File: config.mk
export PLATFORM = sky130hd
export DESIGN_NAME = date_difference_in_days_unit
export DESIGN_NICKNAME = d
export VERILOG_FILES = /design/src/sv/ddd_pkg.sv /design/src/sv/ddd_check.sv /design/src/sv/ddd_walk.sv /design/src/sv/date_difference_in_days_unit.sv
export SDC_FILE = /design/constraint.sdc
export NUM_CORES = 1
export LEC_CHECK = 0
export ABC_AREA = 0
export BUFFER_PORTS_ARGS = -buffer_cell sky130_fd_sc_hd__buf_4
export CORE_MARGIN = 2
export CORE_UTILIZATION = 27
export CTS_CLUSTER_DIAMETER = 40
export DETAILED_ROUTE_END_ITERATION = 7
export GPL_TIMING_DRIVEN = 0
export PLACE_DENSITY = 0.42
export RECOVER_POWER = 100
export SETUP_SLACK_MARGIN = 0.4
export SKIP_CTS_REPAIR_TIMING = 1
export SLEW_MARGIN = 20
export SYNTH_ARGS = -nofsm -noshare
export SYNTH_HDL_FRONTEND = slang
export SYNTH_HIERARCHICAL = 1
export SYNTH_SLANG_ARGS = --single-unit
File: constraint.sdc
create_clock -name clk -period 9.9 [get_ports clk]
set_input_delay 0.99 -clock clk [delete_from_list [all_inputs] [get_ports clk]]
set_output_delay 0.99 -clock clk [all_outputs]
set_load 0.02 [all_outputs]
File: src/sv/ddd_pkg.sv
// Shared types, constants and calendar functions of the date difference unit.
`default_nettype none

package ddd_pkg;

	// Field widths
	localparam int DAY_W   = 5;
	localparam int MONTH_W = 4;
	localparam int YEAR_W  = 14;
	localparam int COUNT_W = 22;

	// Accepted year range
	localparam logic [YEAR_W-1:0] MIN_YEAR = 14'd1601;
	localparam logic [YEAR_W-1:0] MAX_YEAR = 14'd9999;

	// Saturation value of the day count
	localparam logic [COUNT_W-1:0] COUNT_MAX = '1;

	localparam logic [MONTH_W-1:0] JANUARY  = 4'd1;
	localparam logic [MONTH_W-1:0] FEBRUARY = 4'd2;
	localparam logic [MONTH_W-1:0] DECEMBER = 4'd12;

	// floor(y / 100) = (y * 5243) >> 19, exact for any 14-bit year
	localparam int              RECIP_W     = 13;
	localparam logic [RECIP_W-1:0] RECIP_100 = 13'd5243;
	localparam int              RECIP_SHIFT = 19;
	localparam int              PROD_W      = YEAR_W + RECIP_W;
	localparam int              CENT_W      = 8;
	localparam logic [YEAR_W-1:0] YEARS_PER_CENTURY = 14'd100;
	localparam logic [6:0]      LAST_IN_CENTURY   = 7'd99;

	typedef enum logic [1:0] {
		ERR_NONE    = 2'd0,
		ERR_ORDER   = 2'd1,
		ERR_INVALID = 2'd2
	} err_t;

	// Year residues: year mod 100 and (year / 100) mod 4
	typedef struct packed {
		logic [6:0] r100;
		logic [1:0] cent4;
	} yres_t;

	// Result of the date check
	typedef struct packed {
		err_t  err;
		logic  same_month;
		yres_t ey_res;
	} chk_t;

	// Commands to the month walk unit
	typedef struct packed {
		logic clear;
		logic load;
		logic step;
	} walk_cmd_t;

	// Status of the month walk unit
	typedef struct packed {
		logic at_target;
		logic overrun;
	} walk_sts_t;

	// Split a year into its century residues with one constant multiply
	function automatic yres_t year_res(input logic [YEAR_W-1:0] y);
		logic [PROD_W-1:0] prod;
		logic [CENT_W-1:0] q;
		logic [YEAR_W-1:0] rem;
		yres_t             r;
		prod    = PROD_W'(y) * PROD_W'(RECIP_100);
		q       = prod[RECIP_SHIFT +: CENT_W];
		rem     = y - YEAR_W'(YEAR_W'(q) * YEARS_PER_CENTURY);
		r.r100  = rem[6:0];
		r.cent4 = q[1:0];
		return r;
	endfunction

	// Gregorian leap rule from year mod 4 and the century residues
	function automatic logic is_leap(input logic [1:0] y4, input yres_t r);
		return (y4 == 2'd0) && ((r.r100 != 7'd0) || (r.cent4 == 2'd0));
	endfunction

	// Length of a month; zero for a code that is no month
	function automatic logic [DAY_W-1:0] month_len(input logic [MONTH_W-1:0] m,
		input logic leap);
		logic [DAY_W-1:0] len;
		case (m)
			4'd1, 4'd3, 4'd5, 4'd7, 4'd8, 4'd10, 4'd12: len = 5'd31;
			4'd4, 4'd6, 4'd9, 4'd11:                    len = 5'd30;
			4'd2:                                       len = leap ? 5'd29 : 5'd28;
			default:                                    len = 5'd0;
		endcase
		return len;
	endfunction

endpackage

`default_nettype wire

File: src/sv/ddd_check.sv
// Date validity and order check, with the year residues that seed the month walk.
`default_nettype none

module ddd_check (
	input  wire logic [ddd_pkg::DAY_W-1:0]   earlier_day,
	input  wire logic [ddd_pkg::MONTH_W-1:0] earlier_month,
	input  wire logic [ddd_pkg::YEAR_W-1:0]  earlier_year,
	input  wire logic [ddd_pkg::DAY_W-1:0]   later_day,
	input  wire logic [ddd_pkg::MONTH_W-1:0] later_month,
	input  wire logic [ddd_pkg::YEAR_W-1:0]  later_year,
	output ddd_pkg::chk_t                    chk
);

	ddd_pkg::yres_t         e_res;
	ddd_pkg::yres_t         l_res;
	logic [ddd_pkg::DAY_W-1:0] e_len;
	logic [ddd_pkg::DAY_W-1:0] l_len;
	logic                   e_ok;
	logic                   l_ok;
	logic                   reversed;

	// Leap status of both years
	assign e_res = ddd_pkg::year_res(earlier_year);
	assign l_res = ddd_pkg::year_res(later_year);
	assign e_len = ddd_pkg::month_len(earlier_month,
		ddd_pkg::is_leap(earlier_year[1:0], e_res));
	assign l_len = ddd_pkg::month_len(later_month,
		ddd_pkg::is_leap(later_year[1:0], l_res));

	// Range checks; an invalid month has length zero and fails the day check
	always_comb begin
		e_ok = (earlier_year >= ddd_pkg::MIN_YEAR) && (earlier_year <= ddd_pkg::MAX_YEAR)
			&& (earlier_day != '0) && (earlier_day <= e_len);
		l_ok = (later_year >= ddd_pkg::MIN_YEAR) && (later_year <= ddd_pkg::MAX_YEAR)
			&& (later_day != '0) && (later_day <= l_len);
	end

	// Valid dates order the same way as year, month, day concatenated
	assign reversed = {later_year, later_month, later_day}
		< {earlier_year, earlier_month, earlier_day};

	always_comb begin
		if (!(e_ok && l_ok)) begin
			chk.err = ddd_pkg::ERR_INVALID;
		end else if (reversed) begin
			chk.err = ddd_pkg::ERR_ORDER;
		end else begin
			chk.err = ddd_pkg::ERR_NONE;
		end
		chk.same_month = (earlier_year == later_year) && (earlier_month == later_month);
		chk.ey_res     = e_res;
	end

endmodule

`default_nettype wire

File: src/sv/ddd_walk.sv
// Month walk unit: one shared adder accumulates one month length per step.
`default_nettype none

module ddd_walk (
	input  wire logic                          clk,
	input  wire logic                          arst_n,
	input  wire ddd_pkg::walk_cmd_t            cmd,
	input  wire ddd_pkg::yres_t                start_res,
	input  wire logic                          same_month,
	input  wire logic [ddd_pkg::DAY_W-1:0]     earlier_day,
	input  wire logic [ddd_pkg::MONTH_W-1:0]   earlier_month,
	input  wire logic [ddd_pkg::YEAR_W-1:0]    earlier_year,
	input  wire logic [ddd_pkg::DAY_W-1:0]     later_day,
	input  wire logic [ddd_pkg::MONTH_W-1:0]   later_month,
	input  wire logic [ddd_pkg::YEAR_W-1:0]    later_year,
	output ddd_pkg::walk_sts_t                 sts,
	output logic [ddd_pkg::COUNT_W-1:0]        count
);

	logic [ddd_pkg::MONTH_W-1:0] walk_month_q;
	logic [ddd_pkg::YEAR_W-1:0]  walk_year_q;
	ddd_pkg::yres_t              res_q;
	logic [ddd_pkg::COUNT_W-1:0] acc_q;
	logic                        first_q;

	logic [ddd_pkg::DAY_W-1:0]   len;
	logic [ddd_pkg::DAY_W-1:0]   addend;
	logic [ddd_pkg::COUNT_W:0]   sum;

	// Length of the current walk month, less the earlier day on the first step
	assign len    = ddd_pkg::month_len(walk_month_q, ddd_pkg::is_leap(walk_year_q[1:0], res_q));
	assign addend = first_q ? (len - earlier_day) : len;
	assign sum    = {1'b0, acc_q} + (ddd_pkg::COUNT_W + 1)'(addend);

	always_ff @(posedge clk or negedge arst_n) begin
		if (!arst_n) begin
			walk_month_q <= ddd_pkg::JANUARY;
			walk_year_q  <= ddd_pkg::MIN_YEAR;
			res_q        <= '0;
			acc_q        <= '0;
			first_q      <= 1'b0;
		end else if (cmd.clear) begin
			acc_q   <= '0;
			first_q <= 1'b0;
		end else if (cmd.load) begin
			walk_month_q <= earlier_month;
			walk_year_q  <= earlier_year;
			res_q        <= start_res;
			first_q      <= 1'b1;
			// Both dates in one month: the day difference is the answer
			acc_q <= same_month ? ddd_pkg::COUNT_W'(later_day - earlier_day)
				: ddd_pkg::COUNT_W'(later_day);
		end else if (cmd.step) begin
			first_q <= 1'b0;
			// Partial sums never fall, so saturating each one is exact
			acc_q <= sum[ddd_pkg::COUNT_W] ? ddd_pkg::COUNT_MAX : sum[ddd_pkg::COUNT_W-1:0];
			if (walk_month_q == ddd_pkg::DECEMBER) begin
				walk_month_q <= ddd_pkg::JANUARY;
				walk_year_q  <= walk_year_q + 1'b1;
				if (res_q.r100 == ddd_pkg::LAST_IN_CENTURY) begin
					res_q.r100  <= '0;
					res_q.cent4 <= res_q.cent4 + 1'b1;
				end else begin
					res_q.r100 <= res_q.r100 + 1'b1;
				end
			end else begin
				walk_month_q <= walk_month_q + 1'b1;
			end
		end
	end

	assign sts.at_target = (walk_year_q == later_year) && (walk_month_q == later_month);
	assign sts.overrun   = {walk_year_q, walk_month_q} > {later_year, later_month};
	assign count         = acc_q;

endmodule

`default_nettype wire

File: src/sv/date_difference_in_days_unit.sv
// Top level of the date difference unit: handshakes, sequencer and result register.
//
// Usage:
//   Input channel in_valid/in_ready carries two dates (earlier and later day,
//   month, year). Output channel out_valid/out_ready returns day_count and
//   error_code (0 ok, 1 dates out of order, 2 invalid day, month or year).
//   A transaction completes when valid and ready are both high at a clock edge.
// Timing:
//   The dates are checked first, then the walk adds one month length per cycle
//   from the earlier month to the later month through a single adder; an
//   invalid or reversed pair skips the walk. One item is worked at a time;
//   in_ready is high only while idle, so a new item can be accepted in the
//   same cycle the previous result shows.
// Stalls:
//   The result sits in an output register; the unit takes the next item while
//   it waits. A finished walk holds until that register is free.
// Reset:
//   arst_n clears the sequencer and the output valid at once; no clearing
//   pass is needed and the unit is ready on the first cycle after reset.
`default_nettype none

module date_difference_in_days_unit (
	input  wire logic                        clk,
	input  wire logic                        arst_n,
	input  wire logic                        in_valid,
	output logic                             in_ready,
	input  wire logic [ddd_pkg::DAY_W-1:0]   earlier_day,
	input  wire logic [ddd_pkg::MONTH_W-1:0] earlier_month,
	input  wire logic [ddd_pkg::YEAR_W-1:0]  earlier_year,
	input  wire logic [ddd_pkg::DAY_W-1:0]   later_day,
	input  wire logic [ddd_pkg::MONTH_W-1:0] later_month,
	input  wire logic [ddd_pkg::YEAR_W-1:0]  later_year,
	output logic                             out_valid,
	input  wire logic                        out_ready,
	output logic [ddd_pkg::COUNT_W-1:0]      day_count,
	output logic [1:0]                       error_code
);

	typedef enum logic [1:0] {
		ST_IDLE,
		ST_CHECK,
		ST_WALK,
		ST_DONE
	} state_t;

	state_t                      state_q;
	logic [ddd_pkg::DAY_W-1:0]   ed_q;
	logic [ddd_pkg::MONTH_W-1:0] em_q;
	logic [ddd_pkg::YEAR_W-1:0]  ey_q;
	logic [ddd_pkg::DAY_W-1:0]   ld_q;
	logic [ddd_pkg::MONTH_W-1:0] lm_q;
	logic [ddd_pkg::YEAR_W-1:0]  ly_q;
	ddd_pkg::err_t               err_q;
	logic                        out_valid_q;
	logic [ddd_pkg::COUNT_W-1:0] day_count_q;
	ddd_pkg::err_t               error_code_q;

	ddd_pkg::chk_t               chk;
	ddd_pkg::walk_cmd_t          cmd;
	ddd_pkg::walk_sts_t          sts;
	logic [ddd_pkg::COUNT_W-1:0] walk_count;
	logic                        in_fire;
	logic                        out_free;

	assign in_ready = (state_q == ST_IDLE);
	assign in_fire  = in_valid && in_ready;
	assign out_free = !out_valid_q || out_ready;

	ddd_check u_check (
		.earlier_day   (ed_q),
		.earlier_month (em_q),
		.earlier_year  (ey_q),
		.later_day     (ld_q),
		.later_month   (lm_q),
		.later_year    (ly_q),
		.chk           (chk)
	);

	ddd_walk u_walk (
		.clk           (clk),
		.arst_n        (arst_n),
		.cmd           (cmd),
		.start_res     (chk.ey_res),
		.same_month    (chk.same_month),
		.earlier_day   (ed_q),
		.earlier_month (em_q),
		.earlier_year  (ey_q),
		.later_day     (ld_q),
		.later_month   (lm_q),
		.later_year    (ly_q),
		.sts           (sts),
		.count         (walk_count)
	);

	// Walk commands from the sequencer state
	always_comb begin
		cmd.clear = (state_q == ST_CHECK) && (chk.err != ddd_pkg::ERR_NONE);
		cmd.load  = (state_q == ST_CHECK) && (chk.err == ddd_pkg::ERR_NONE);
		cmd.step  = (state_q == ST_WALK) && !sts.at_target;
	end

	// Input capture
	always_ff @(posedge clk) begin
		if (in_fire) begin
			ed_q <= earlier_day;
			em_q <= earlier_month;
			ey_q <= earlier_year;
			ld_q <= later_day;
			lm_q <= later_month;
			ly_q <= later_year;
		end
	end

	// Sequencer and result register
	always_ff @(posedge clk or negedge arst_n) begin
		if (!arst_n) begin
			state_q      <= ST_IDLE;
			err_q        <= ddd_pkg::ERR_NONE;
			out_valid_q  <= 1'b0;
			day_count_q  <= '0;
			error_code_q <= ddd_pkg::ERR_NONE;
		end else begin
			// Drop valid on accept unless a new result loads in the same cycle
			if (out_valid_q && out_ready && (state_q != ST_DONE)) begin
				out_valid_q <= 1'b0;
			end
			case (state_q)
				ST_IDLE: begin
					if (in_fire) begin
						state_q <= ST_CHECK;
					end
				end
				ST_CHECK: begin
					err_q   <= chk.err;
					state_q <= (chk.err == ddd_pkg::ERR_NONE) ? ST_WALK : ST_DONE;
				end
				ST_WALK: begin
					if (sts.at_target) begin
						state_q <= ST_DONE;
					end
				end
				ST_DONE: begin
					if (out_free) begin
						out_valid_q  <= 1'b1;
						day_count_q  <= walk_count;
						error_code_q <= err_q;
						state_q      <= ST_IDLE;
					end else if (out_valid_q && out_ready) begin
						out_valid_q <= 1'b0;
					end
				end
				default: begin
					state_q <= ST_IDLE;
				end
			endcase
		end
	end

	assign out_valid  = out_valid_q;
	assign day_count  = day_count_q;
	assign error_code = error_code_q;

	// An error result always carries a zero count
	a_err_zero: assert property (@(posedge clk) disable iff (!arst_n)
		out_valid && (error_code != ddd_pkg::ERR_NONE) |-> day_count == '0)
		else $error("error result with nonzero day count");

	// The month walk never passes the later month
	a_no_overrun: assert property (@(posedge clk) disable iff (!arst_n)
		(state_q == ST_WALK) |-> !sts.overrun)
		else $error("month walk passed the later date");

	// An accepted transaction is checked in the next cycle
	a_accept_check: assert property (@(posedge clk) disable iff (!arst_n)
		in_fire |=> (state_q == ST_CHECK))
		else $error("accepted transaction not checked");

endmodule

`default_nettype wire
==> impl_metrics.py <==
metrics = {
    "routing": {
        "routedWlPerCell_um": 17.8,
        "dr.pass1.iters": 5,
        "drc": 0,
        "avgViaCountPerCell": 4.72,
        "num_vias": 11100,
        "wl_um": 42100,
        "antenna_left": 0,
        "dr.first_iter.drc_count": 542,
    },
    "place": {
        "port_buffers": 75,
        "place_ws_ns": -1.44,
        "place_congestion": 0.813,
        "dp_hpwl_um": 32100,
        "dpl_cell_area_mm2": 0.0161,
    },
    "grt": {
        "grt_max_degree": 80,
        "grt_pass1_wl_um": 63700,
        "grt.overflow.total": 0,
        "antenna_found_initial": 0,
        "grt.total_usage": 0.150,
        "grt_pass1_vias": 11000,
    },
    "setup_path": {
        "worstReg2RegStart": "ey_q[11]",
        "start_kind": "flip-flop",
        "required_ns": 10.27,
        "cp_slowest_stage_delay_ns": 0.61,
        "ff2ff_setup_slack_ns": -0.09,
        "crit_buf_inv": 8,
        "crit_family": "compound AO/OA/AOI/OAI gates",
        "startpoint": "ey_q[11]",
        "crit_slowest_cell": "o41ai_4",
        "arrival_ns": 10.36,
        "reg2reg_to": "u_walk/count[19]",
        "crit_path_end_kind": "flip-flop",
        "critPathKind": "flip-flop to flip-flop",
        "crit_cells": 43,
        "rr_worst_depth": 43,
        "critPathCapture": "u_walk/count[19]",
        "worstPathMaxFanout": 7,
    },
    "yosys": {
        "netlist_instances": 1439,
        "syn_area_mm2": 0.0147,
        "synth_nets": 1903,
        "yosys_warnings": 6,
        "synth.avg_cell_area_um2": 10.2,
    },
    "worst_hold_path": {
        "hold_path_class": "flip-flop to flip-flop",
    },
    "timing": {
        "slew_headroom": -2.08,
        "period_share": 1.01,
        "grt_setup_unrepaired": "true",
        "hold_violations": 0,
        "maxSlewViolCount": 129,
        "setup_slack_ns": -0.0909,
        "min_period_ns": 9.99,
        "setup_viol": 2,
        "timing.fmax_mhz": 100,
        "tns_ns": -0.147,
        "finalClockSkew_ns": 0.0199,
        "worstMarginPinSlew_ns": 4.61,
    },
    "cells_and_area": {
        "syn2layout_area_growth_pct": 24.0,
        "fin_area_mm2": 0.0182,
        "n_antenna_cell": 0,
        "nets": 2115,
        "layout-drive-gt1-share": 0.204,
    },
    "floorplan": {
        "fp.dieW_um": 237,
        "fp.dieArea_mm2": 0.0562,
        "die_h_um": 237,
        "num_rows": 85,
        "boundaryPins": 76,
        "coreArea_mm2": 0.0537,
        "start_util": 0.273,
    },
    "clock_network": {
        "htreeDepth": 4,
        "cts_tree": "done",
        "clock-sinks": 125,
        "cts_buffers": 17,
        "root_buffer": "clkbuf_16",
        "cts_max_path_buffers": 2,
        "clk_latency_ns": 0.48,
        "clkTransAtPathRegs_ns": 0.06,
    },
    "flow_run": {
        "maxCapViolations": 3,
    },
    "run_status": {
        "outcome": "finished with violations",
        "violations": "max-capacitance violations, max-slew violations, negative setup slack",
    },
}
-- layer usage --
layer  up-vias  share of wire  track usage  wire [µm]
met4         0          0.014       0.0418        601
met1      5595           0.49        0.209      20500
met2       157           0.47        0.237      19800
met5         -              0            0          0
li1       5360              -            -          -
met3        34          0.030       0.0256       1260
-- worst min-delay path by stage --
stage / start / to / slack [ns] / cells past startpoint
after global placement: u_walk/res_q[0] / u_walk/res_q[0] / 0.48 / 2
after detailed placement: u_walk/res_q[0] / u_walk/res_q[0] / 0.47 / 2
after global routing: u_walk/res_q[0] / u_walk/res_q[0] / 0.52 / 2
after CTS: u_walk/res_q[0] / u_walk/res_q[0] / 0.49 / 2
final: u_walk/res_q[0] / u_walk/res_q[0] / 0.49 / 2
after floorplan: u_walk/res_q[0] / u_walk/res_q[0] / 0.45 / 2
-- area by class of cell --
class / count / area, µm²
Sequential cell: 125 / 3360
Clock inverter: 13 / 151
Buffer: 25 / 238
Multi-Input combinational cell: 998 / 10500
Fill cell: 5522 / 35500
Clock buffer: 18 / 450
Timing Repair Buffer: 193 / 1460
Inverter: 291 / 1100
Tap cell: 696 / 871
-- state kept, by name, indices dropped and copies added, names as in the netlist, 5 cells and up --
name                count
day_count              22
ed_q                    5
ey_q                   14
ld_q                    5
ly_q                   14
u_walk/count           22
u_walk/res_q            9
u_walk/walk_year_q     14
-- per-stage QoR --
stage,utilization,cells,hold slack [ns]
2_1_floorplan,-,1439,0.449
3_3_place_gp,0.300,2210,0.476
3_5_place_dp,0.300,2211,0.473
4_1_cts,0.311,2242,0.490
5_1_grt,0.338,2359,0.517
6_report,0.338,2359,0.488
-- worst min-delay path, stage by stage (launching register included) --
cell and delay [ns]:
dfrtp_1 0.35, nand2_2 0.05, nand3_2 0.05
-- cells in the final DEF, fill, tap and decap left out, types with 31 or more instances in the layout --
| cell | count |
|---|---|
| dfrtp_1 | 74 |
| nand2_1 | 61 |
| edfxtp_1 | 46 |
| ha_1 | 280 |
| clkbuf_4 | 42 |
| o21ai_0 | 31 |
| clkbuf_1 | 38 |
| buf_4 | 104 |
| nor2_1 | 35 |
| fa_1 | 127 |
| a21oi_1 | 52 |
| inv_1 | 284 |
Power is not shown: default switching activity piles up to over one toggle a cycle in this logic, so the estimate is an artifact.
